--- config.mk ---
export PLATFORM = sky130hd
export DESIGN_NAME = narma10_recurrence
export DESIGN_NICKNAME = d
export VERILOG_FILES = /design/src/design/narma10_pkg.sv /design/src/design/narma10_recurrence.sv
export VERILOG_INCLUDE_DIRS = /design/src /design/src/design
export SDC_FILE = /design/constraint.sdc
export NUM_CORES = 2
export LEC_CHECK = 0
export BUFFER_PORTS_ARGS = -buffer_cell sky130_fd_sc_hd__buf_2
export CAP_MARGIN = 5
export CORE_MARGIN = 4
export CORE_UTILIZATION = 23
export DETAILED_ROUTE_END_ITERATION = 10
export PLACE_DENSITY = 0.39
export SYNTH_ARGS = -nofsm -noshare
export SYNTH_HDL_FRONTEND = slang
export SYNTH_SLANG_ARGS = --single-unit
--- constraint.sdc ---
create_clock -name clk -period 22.9 [get_ports clk]
set_input_delay 4.58 -clock clk [delete_from_list [all_inputs] [get_ports clk]]
set_output_delay 4.58 -clock clk [all_outputs]
set_load 0.05 [all_outputs]
--- src/design/narma10_recurrence_assert.svh ---
// ----------------------------------------------------------------------------
// narma10_recurrence_assert.svh
// Assertion macros shared by the recurrence RTL. Each macro expects clk and
// rst_n in scope and is disabled while reset is asserted.
// ----------------------------------------------------------------------------
`ifndef NARMA10_RECURRENCE_ASSERT_SVH
`define NARMA10_RECURRENCE_ASSERT_SVH

// Same-cycle implication
`define N10_ASSERT_SAME(label, ante, cons, msg) \
    label: assert property (@(posedge clk) disable iff (!rst_n) (ante) |-> (cons)) \
        else $error(msg);

// Next-cycle implication
`define N10_ASSERT_NEXT(label, ante, cons, msg) \
    label: assert property (@(posedge clk) disable iff (!rst_n) (ante) |=> (cons)) \
        else $error(msg);

`endif

--- src/design/narma10_pkg.sv ---
// ----------------------------------------------------------------------------
// narma10_pkg
// Shared types and constants for the NARMA-10 recurrence block.
// ----------------------------------------------------------------------------
`default_nettype none

package narma10_pkg;

    // Field widths
    localparam int SAMPLE_W  = 16;
    localparam int VALUE_W   = 32;
    localparam int COEF_W    = 20;
    localparam int CFG_IDX_W = 3;

    // Default recurrence order
    localparam int ORDER_DEF = 10;

    // Coefficient reset values, signed Q3.16
    localparam logic signed [COEF_W-1:0] COEF_A_RST = 20'sd19661;
    localparam logic signed [COEF_W-1:0] COEF_B_RST = 20'sd3277;
    localparam logic signed [COEF_W-1:0] COEF_C_RST = 20'sd98304;
    localparam logic signed [COEF_W-1:0] COEF_D_RST = 20'sd6554;

    // Configuration register indexes
    localparam logic [CFG_IDX_W-1:0] REG_COEF_A = 3'd0;
    localparam logic [CFG_IDX_W-1:0] REG_COEF_B = 3'd1;
    localparam logic [CFG_IDX_W-1:0] REG_COEF_C = 3'd2;
    localparam logic [CFG_IDX_W-1:0] REG_COEF_D = 3'd3;

    // Saturation limits
    localparam logic signed [VALUE_W-1:0] VALUE_MAX = 32'sh7FFF_FFFF;
    localparam logic signed [VALUE_W-1:0] VALUE_MIN = 32'sh8000_0000;

    // Input word
    typedef struct packed {
        logic [SAMPLE_W-1:0] sample;
        logic                last_sample;
    } item_t;

    // Result word
    typedef struct packed {
        logic signed [VALUE_W-1:0] value;
        logic                      overflow;
    } result_t;

endpackage

`default_nettype wire

--- src/design/narma10_recurrence.sv ---
// A full item runs the multiply sequence S_AY to S_ADD before S_DONE; a warm-up
// item (the first ORDER-1 of a sequence) goes straight to S_DONE and shows a zero.
// A new sample is taken only in S_IDLE, after the last one's result is registered;
// six products per item go in turn through the one shared multiplier.
// A sample marked last is absorbed in its acceptance cycle and gives no result.
// Reset (rst_n low, asynchronous) clears all history and restores coefficients.
// ----------------------------------------------------------------------------
// narma10_recurrence
// Streaming NARMA-10 system in fixed point: one signed multiplier and an
// accumulator run under a small sequencer, with shift lines for the history.
// ----------------------------------------------------------------------------
`default_nettype none

module narma10_recurrence #(
    parameter int ORDER = narma10_pkg::ORDER_DEF
) (
    input  wire logic                                 clk,
    input  wire logic                                 rst_n,
    // configuration write channel
    input  wire logic                                 cfg_valid,
    output logic                                      cfg_ready,
    input  wire logic [narma10_pkg::CFG_IDX_W-1:0]    cfg_index,
    input  wire logic [narma10_pkg::COEF_W-1:0]       cfg_data,
    // sample channel
    input  wire logic                                 item_valid,
    output logic                                      item_ready,
    input  wire narma10_pkg::item_t                   item,
    // result channel
    output logic                                      result_valid,
    input  wire logic                                 result_ready,
    output narma10_pkg::result_t                      result
);

    import narma10_pkg::*;

    `include "narma10_recurrence_assert.svh"

    // Derived widths
    localparam int CNT_W = $clog2(ORDER);
    localparam int SUM_W = VALUE_W + $clog2(ORDER);
    localparam int HI_W  = SUM_W - 16;
    localparam int X_W   = 36;
    localparam int Y_W   = (HI_W > COEF_W) ? HI_W : COEF_W;
    localparam int P_W   = X_W + Y_W;
    localparam int ACC_W = P_W + 2;

    // Sequencer codes
    localparam logic [3:0] S_IDLE = 4'd0;
    localparam logic [3:0] S_AY   = 4'd1;
    localparam logic [3:0] S_BY   = 4'd2;
    localparam logic [3:0] S_QH   = 4'd3;
    localparam logic [3:0] S_QL   = 4'd4;
    localparam logic [3:0] S_UU   = 4'd5;
    localparam logic [3:0] S_CU   = 4'd6;
    localparam logic [3:0] S_ADD  = 4'd7;
    localparam logic [3:0] S_DONE = 4'd8;

    logic [3:0]                state_reg, state_next;
    logic signed [COEF_W-1:0]  coef_a_reg, coef_b_reg, coef_c_reg, coef_d_reg;
    logic [SAMPLE_W-1:0]       in_hist_reg [ORDER-1];
    logic signed [VALUE_W-1:0] out_hist_reg [ORDER];
    logic signed [SUM_W-1:0]   sum_reg, sum_next;
    logic [CNT_W-1:0]          cnt_reg, cnt_next;
    logic [SAMPLE_W-1:0]       sample_reg, sample_next;
    logic                      warm_reg, warm_next;
    logic signed [P_W-1:0]     prod_reg, prod_next;
    logic signed [X_W-1:0]     q_reg, q_next;
    logic signed [ACC_W-1:0]   acc_reg, acc_next;
    result_t                   result_reg, result_next;
    logic                      result_valid_reg, result_valid_next;

    logic signed [X_W-1:0]     x_op;
    logic signed [Y_W-1:0]     y_op;
    logic                      push_in, push_out, hist_clear;
    logic                      sat_ovf;
    logic signed [VALUE_W-1:0] sat_value;
    logic [ACC_W-32:0]         acc_top;

    assign cfg_ready    = 1'b1;
    assign item_ready   = (state_reg == S_IDLE);
    assign result_valid = result_valid_reg;
    assign result       = result_reg;

    // Saturate the accumulator to signed 32 bits
    always_comb
    begin
        acc_top   = acc_reg[ACC_W-1:31];
        sat_ovf   = !((&acc_top) || !(|acc_top));
        if (sat_ovf)
        begin
            sat_value = acc_reg[ACC_W-1] ? VALUE_MIN : VALUE_MAX;
        end
        else
        begin
            sat_value = acc_reg[VALUE_W-1:0];
        end
    end

    // Sequencer, operand select and accumulator
    always_comb
    begin
        state_next        = state_reg;
        sum_next          = sum_reg;
        cnt_next          = cnt_reg;
        sample_next       = sample_reg;
        warm_next         = warm_reg;
        q_next            = q_reg;
        acc_next          = acc_reg;
        result_next       = result_reg;
        result_valid_next = result_valid_reg && !result_ready;
        push_in           = 1'b0;
        push_out          = 1'b0;
        hist_clear        = 1'b0;
        x_op              = '0;
        y_op              = '0;

        case (state_reg)
            S_IDLE:
            begin
                if (item_valid)
                begin
                    if (item.last_sample)
                    begin
                        // drop the sample and clear all history
                        hist_clear = 1'b1;
                        cnt_next   = '0;
                        sum_next   = '0;
                    end
                    else
                    begin
                        sample_next = item.sample;
                        if (cnt_reg < CNT_W'(ORDER - 1))
                        begin
                            warm_next  = 1'b1;
                            state_next = S_DONE;
                        end
                        else
                        begin
                            warm_next  = 1'b0;
                            state_next = S_AY;
                        end
                    end
                end
            end
            S_AY:
            begin
                // a * y
                x_op       = X_W'(out_hist_reg[0]);
                y_op       = Y_W'(coef_a_reg);
                state_next = S_BY;
            end
            S_BY:
            begin
                // start from d plus the linear term; b * y
                acc_next   = ACC_W'(coef_d_reg) + ACC_W'(prod_reg >>> 16);
                x_op       = X_W'(out_hist_reg[0]);
                y_op       = Y_W'(coef_b_reg);
                state_next = S_QH;
            end
            S_QH:
            begin
                // q times the upper part of the window sum
                q_next     = $signed(prod_reg[16 +: X_W]);
                x_op       = $signed(prod_reg[16 +: X_W]);
                y_op       = Y_W'($signed(sum_reg[SUM_W-1:16]));
                state_next = S_QL;
            end
            S_QL:
            begin
                // add q * s_hi; q times the lower 16 bits
                acc_next   = acc_reg + ACC_W'(prod_reg);
                x_op       = q_reg;
                y_op       = Y_W'(sum_reg[15:0]);
                state_next = S_UU;
            end
            S_UU:
            begin
                // add floor(q * s_lo / 2^16); current times lagged sample
                acc_next   = acc_reg + ACC_W'(prod_reg >>> 16);
                x_op       = X_W'(in_hist_reg[ORDER-2]);
                y_op       = Y_W'(sample_reg);
                state_next = S_CU;
            end
            S_CU:
            begin
                // c * (u * lag)
                x_op       = X_W'(prod_reg[31:0]);
                y_op       = Y_W'(coef_c_reg);
                state_next = S_ADD;
            end
            S_ADD:
            begin
                acc_next   = acc_reg + ACC_W'(prod_reg >>> 32);
                state_next = S_DONE;
            end
            S_DONE:
            begin
                // hold until the result register is free
                if (!result_valid_reg || result_ready)
                begin
                    result_valid_next = 1'b1;
                    push_in           = 1'b1;
                    state_next        = S_IDLE;
                    if (warm_reg)
                    begin
                        result_next.value    = '0;
                        result_next.overflow = 1'b0;
                        cnt_next             = cnt_reg + CNT_W'(1);
                    end
                    else
                    begin
                        result_next.value    = sat_value;
                        result_next.overflow = sat_ovf;
                        push_out             = 1'b1;
                        sum_next             = sum_reg + SUM_W'(sat_value)
                                             - SUM_W'(out_hist_reg[ORDER-1]);
                    end
                end
            end
            default:
            begin
                state_next = S_IDLE;
            end
        endcase

        // shared multiplier
        prod_next = P_W'(x_op) * P_W'(y_op);
    end

    // Control, coefficient and datapath registers
    always_ff @(posedge clk or negedge rst_n)
    begin
        if (!rst_n)
        begin
            state_reg        <= S_IDLE;
            coef_a_reg       <= COEF_A_RST;
            coef_b_reg       <= COEF_B_RST;
            coef_c_reg       <= COEF_C_RST;
            coef_d_reg       <= COEF_D_RST;
            sum_reg          <= '0;
            cnt_reg          <= '0;
            warm_reg         <= 1'b0;
            result_valid_reg <= 1'b0;
        end
        else
        begin
            state_reg        <= state_next;
            sum_reg          <= sum_next;
            cnt_reg          <= cnt_next;
            warm_reg         <= warm_next;
            result_valid_reg <= result_valid_next;
            if (cfg_valid)
            begin
                case (cfg_index)
                    REG_COEF_A: coef_a_reg <= $signed(cfg_data);
                    REG_COEF_B: coef_b_reg <= $signed(cfg_data);
                    REG_COEF_C: coef_c_reg <= $signed(cfg_data);
                    REG_COEF_D: coef_d_reg <= $signed(cfg_data);
                    default:    ;
                endcase
            end
        end
    end

    // Payload registers
    always_ff @(posedge clk)
    begin
        sample_reg <= sample_next;
        prod_reg   <= prod_next;
        q_reg      <= q_next;
        acc_reg    <= acc_next;
        result_reg <= result_next;
    end

    // History shift lines: advance on push, clear on reset or a last sample
    always_ff @(posedge clk or negedge rst_n)
    begin
        if (!rst_n)
        begin
            for (int k = 0; k < ORDER - 1; k++)
            begin
                in_hist_reg[k] <= '0;
            end
            for (int k = 0; k < ORDER; k++)
            begin
                out_hist_reg[k] <= '0;
            end
        end
        else if (hist_clear)
        begin
            for (int k = 0; k < ORDER - 1; k++)
            begin
                in_hist_reg[k] <= '0;
            end
            for (int k = 0; k < ORDER; k++)
            begin
                out_hist_reg[k] <= '0;
            end
        end
        else
        begin
            if (push_in)
            begin
                for (int k = ORDER - 2; k > 0; k--)
                begin
                    in_hist_reg[k] <= in_hist_reg[k-1];
                end
                in_hist_reg[0] <= sample_reg;
            end
            if (push_out)
            begin
                for (int k = ORDER - 1; k > 0; k--)
                begin
                    out_hist_reg[k] <= out_hist_reg[k-1];
                end
                out_hist_reg[0] <= sat_value;
            end
        end
    end

    // Checks
    `N10_ASSERT_NEXT(a_done_delivers,
        (state_reg == S_DONE) && (!result_valid_reg || result_ready),
        result_valid && (state_reg == S_IDLE),
        "finished word not delivered")
    `N10_ASSERT_NEXT(a_full_item_starts,
        item_valid && item_ready && !item.last_sample && (cnt_reg == CNT_W'(ORDER - 1)),
        state_reg == S_AY,
        "full item did not start the multiply sequence")
    `N10_ASSERT_NEXT(a_last_clears,
        item_valid && item_ready && item.last_sample,
        (cnt_reg == '0) && (sum_reg == '0) && (state_reg == S_IDLE),
        "last sample left history or made a word")
    `N10_ASSERT_SAME(a_ovf_saturated,
        result_valid && result.overflow,
        (result.value == VALUE_MAX) || (result.value == VALUE_MIN),
        "overflow flagged on an unsaturated value")

endmodule

`default_nettype wire
# --- After elaboration in Yosys (flattened, before gate mapping) ---
# Index checks and enable logic that the tools add are counted.
op_classes:
  addsub: 7
  n_mul: 1
  magnitude_cmp: 1
  eq_ne: 17
  mux: 35
  n_bitwise: 1
  n_reduce_logical: 25
ops:
  columns: ["op", "count"]
  rows:
  - ["320-bit two-way mux", 2]
  - ["144-bit two-way mux", 2]
  - ["58-bit case mux with 4 select lines", 1]
  - ["36-bit case mux with 5 select lines", 1]
  - ["36-bit two-way mux", 4]
  - ["20-bit case mux with 6 select lines", 1]
  - ["36-bit case mux with 2 select lines", 1]
  - ["32-bit two-way mux", 2]
  - ["58-bit by 24-bit adder with 58-bit output", 1]
  - ["58-bit by 40-bit adder with 58-bit output", 1]
  - ["58-bit by 56-bit adder with 58-bit output", 1]
  - ["36-bit by 20-bit multiplier with 56-bit output", 1]
  - ["20-bit by 40-bit adder with 41-bit output", 1]
  - ["36-bit by 32-bit adder with 36-bit output", 1]
  - ["4-bit case mux with 9 select lines", 1]
  - ["36-bit by 32-bit subtractor with 36-bit output", 1]
  - ["4-bit two-way mux", 8]
  - ["27-bit AND reduction", 1]
  - ["27-bit OR reduction", 1]
  - ["4-bit by 3-bit equality test with 1-bit output (second input constant)", 4]
  - ["1-bit two-way mux", 11]
  - ["2-bit inequality test (second input constant)", 5]
  - ["2-bit AND reduction", 5]
  - ["5-bit AND reduction", 2]
  - ["19 further kinds", 28]
totals:
  reg_bits: 789
  input_bits: 45
  out_inout_bits: 36
  word_cells: 121

# --- Logic depth before layout (Yosys ltp) ---
depth:
  ltp_word: 9
  depth_mapped: 37
  depth_no_buf: 33

# --- Worst setup path after synthesis ---
# No wires, ideal clock.
synth_path:
  kind: "flip-flop to flip-flop"
  start: "reg state_reg[0]"
  end: "reg prod_reg[53]"
  setup_ps: 127
  arrival_time_ps: 9430
  required_ps: 22773
  slack_ps: 13343
  path_stages_with_launch: 30
  path_buffers: 3
  synth_period_minus_slack_ps: 9557
  path_cell_list: "dfrtp_1 -> clkbuf_1 -> nand2_1 -> nor3_1 -> clkbuf_1 -> buf_1 -> a221oi_1 -> nor2_1 -> inv_1 -> fa_1 -> fa_1 -> inv_1 -> fa_1 -> inv_1 -> fa_1 -> inv_1 -> fa_1 -> fa_1 -> inv_1 -> fa_1 -> inv_1 -> ha_1 -> a211o_1 -> a2111oi_0 -> nor2_1 -> a21oi_1 -> o21ai_0 -> a311oi_1 -> a41oi_1 -> xor2_1"
synth_via:
  elab_chain_len: 4
  elab_cells_between_ends: 10
  classes_between: "mul: 1; eq/ne: 6; mux: 2; reduce/logical: 1"
synth_rtl:
  columns: ["element", "line", "rtl"]
  rows:
  - ["start: declaration", "narma10_recurrence.sv:58", "logic [3:0] state_reg, state_next;"]
  - ["start signal: assignment", "narma10_recurrence.sv:247", "state_reg <= state_next;"]
  - ["4-bit by 2-bit equality test with 1-bit output / 4-bit by 1-bit equality test with 1-bit output (equally long branches)", "narma10_recurrence.sv:117", "case (state_reg)"]
  - ["2-bit OR reduction (no line)", null, null]
  - ["36-bit case mux with 5 select lines", "narma10_recurrence.sv:117", null]
  - ["36-bit by 20-bit multiplier with 56-bit output *", "narma10_recurrence.sv:227", "prod_next = P_W'(x_op) * P_W'(y_op);"]
  - ["named net prod_next[53]", "narma10_recurrence.sv:66", "logic signed [P_W-1:0] prod_reg, prod_next;"]
  - ["end signal: assignment", "narma10_recurrence.sv:269", "prod_reg <= prod_next;"]
  - ["end: declaration", "narma10_recurrence.sv:66", null]
# Mark *: on every way through the listed nets, which the timed path passes. The rest lies on a longest branch.
# A chain may end at the register's enable or synchronous reset.

# --- Worst setup path after layout ---
layout_path:
  start: "reg state_reg[1]"
  end: "reg prod_reg[53]"
# Same word-level chain as after synthesis.

==> impl_metrics.toml <==
[synthesis]
synth-main-ff-cell = "dfrtp_1"
yosysSeqAreaShare_pct = 31.54
synth_warnings = 0
synthDistinctLibCells = 83
syn_nets = 8239
ys_ff_latch = 789
synth.avg_cell_area_um2 = 8.931
netlist_top_cells_area = "fa_1, dfrtp_1, nand2_1"
async_reset_ff_share_pct = 74.78
synthCells = 7175
synth_top_area_share_pct = 23.27
synth_edf_count = 143
yosysTopAreaCell = "fa_1"
synth_area_um2 = 64080

[floorplanning]
die-height_um = 535.8
die_w_um = 535.8
core-area_um2 = 277000
rows = 193
die_area_um2 = 287100
io_pins = 81
start_util_pct = 23.14

[finish]
largest_register_ffs = 320
drive_gt1_share_pct = 6.641
syn_to_final_growth_pct = 11.82
num-nets-final = 8125

[worst_setup_path]
cpMaxStageDelayCell = "a221oi_1"
worstRegToRegCells = 30
worstPathMaxFanout = 32
crit_top_cell = "fa_1"
crit_type = "reg -> reg"
slowest_delay_ps = 790
required_ps = 23480
cp-end-kind = "flip-flop"
rr_startpoint = "state_reg[1]"
worstPathArrival_ps = 11410
crit_start = "state_reg[1]"
r2r_end = "prod_reg[53]"
start_kind = "flip-flop"
reg2reg_slack_ps = 12070

[timing]
tightest_slew_ps = 1232
hold_ws_ps = 429.3
fin_crit_sh_pct = 47.29
setup_ws_ps = 12070
finalSetupTns_ps = 0
rsz0062_at_grt = "false"
fmax_ghz = 0.09233
setup_violations = 0
finalMaxSlewViolations = 0
finalCriticalPeriod_ps = 10830
final-hold-violation-count = 0
relSlewSlack_pct = 17.84
skew_ps = 63.02

[pwr]
power.leakage_nw = 34.09
p_total_w = 0.004169
powerDensity_nw_per_um2 = 58.18
ir_worst_vdd_v = 0.00005430

[grt]
antenna_found_initial = 30
overflow = 0
grt_pass1_vias = 51230
grt_pass1_wl_um = 340100
grt_max_degree = 226
grt_usage_pct = 15.60

[run_status]
status = "finished, final reports clean"

[clock_network]
cts_resized = 0
clk_latency_ps = 750
clk_pin_slew_worst_paths_ps = 60
cts_tree = "built"
post_cts_buffers = 0
cts_root_buffer = "clkbuf_16"
ctsHoldBuffers = 0
htree_levels = 3
cts_buffers = 90
cts_max_path_buffers = 3
numClockSinks = 789

[drt]
viasPerCell = 4.570
drt_first_pass_iters = 9
drt-total-wl_um = 224600
wl_per_cell_um = 20.69
vias = 49600
drtIter0Drc = 3865
drc = 0
antenna_left = 0

[placement]
gp_congestion = 0.8596
port_buffers = 79
dp_hpwl_um = 168200
place_ws_ps = 12230

[min_path]
hold_end = "out_hist_reg[1]"
whs_path_depth = 2
hold_start = "out_hist_reg[33]"
hold_class = "reg -> reg"

[run]
maxCapViolCount = 0
-- cells by family after synthesis --
group | count (synthesis) | share of synthesized area, %
AO/OA/AOI/OAI | 994 | 9.659
adder cells (fa/ha/maj) | 1019 | 28.62
XOR/XNOR | 175 | 2.392
flip-flops | 789 | 31.54
other | 1 | 0.005852
multiplexers | 109 | 1.861
buffers and inverters | 1405 | 8.239
AND/OR/NAND/NOR | 2683 | 17.68
-- where the power goes --
group	leakage [nW]	switching (W)	total [W]	internal, W
Clock	1.45	0.000664	0.00148	0.000819
Sequential	9.84	0.000181	0.00181	0.00163
Combinational	22.8	0.000602	0.000876	0.000274
Total	34.1	0.00145	0.00417	0.00272
-- critical path: cells and delay by family (launching register included) --
| family | cells | cell delay (ps) |
|---|---|---|
| XOR/XNOR | 1 | 170 |
| adder cells (fa/ha/maj) | 8 | 4320 |
| AO/OA/AOI/OAI | 7 | 2640 |
| AND/OR/NAND/NOR | 6 | 1620 |
| flip-flops | 1 | 320 |
| buffers and inverters | 8 | 1580 |
-- layout make-up --
| cell class | count | area (um2) |
|---|---|---|
| Fill cell | 30000 | 205300 |
| Multi-Input combinational cell | 4981 | 38740 |
| Sequential cell | 789 | 20210 |
| Tap cell | 3705 | 4636 |
| Inverter | 1021 | 3837 |
| Clock buffer | 132 | 2625 |
| Timing Repair Buffer | 178 | 1211 |
| Clock inverter | 36 | 370.4 |
| Antenna cell | 11 | 27.53 |
-- through the flow --
| stage | utilization, % | cell area (um2) | instances |
|---|---|---|---|
| final | 25.87 | 71660 | 10850 |
| after global routing | 25.87 | 71650 | 10850 |
| after CTS | 25.86 | 71630 | 10840 |
| after detailed placement | 24.78 | 68630 | 10670 |
| after global placement | 24.78 | 68630 | 10670 |
| after floorplan | - | 64080 | 7175 |
-- placed cells by master, fill, tap and decap left out, types with 33 or more instances in the layout --
master        n
o21ai_0     208
mux2_2       81
xnor2_1     110
buf_4        94
inv_1      1019
and2_1       35
dfrtp_1     565
xor2_1       65
nand4_1      46
clkbuf_16    94
nand2b_1     33
nand3_1     402
buf_2        78
a21oi_1     379
nor2_1      517
a222oi_1     40
ha_1        274
edfxtp_1    143
a21o_1      122
fa_1        745
nand2_1    1483
dfxtp_1      56
-- worst max-delay path by stage --
stage	endpoint	slack (ps)
2_1_floorplan	prod_reg[53]	13340
3_3_place_gp	prod_reg[53]	12400
3_5_place_dp	prod_reg[53]	12230
4_1_cts	prod_reg[53]	12180
5_1_grt	prod_reg[53]	11380
6_report	prod_reg[53]	12070
-- synth_stat cells (56+ instances only) --
cell / number
a21o_1: 122
a21oi_1: 379
clkbuf_1: 347
dfrtp_1: 566
dfxtp_1: 56
edfxtp_1: 143
fa_1: 745
ha_1: 274
inv_1: 1020
mux2_2: 81
nand2_1: 1485
nand3_1: 404
nor2_1: 521
o21ai_0: 208
xnor2_1: 110
xor2_1: 65
-- per-layer routing --
metal | GRT usage, % | routed length, um
met3 | 2.074 | 10810
met5 | 0 | 0
met2 | 24.80 | 102800
met4 | 4.636 | 6894
met1 | 22.03 | 104100
Note: power is estimated with default switching activity, not from simulation.
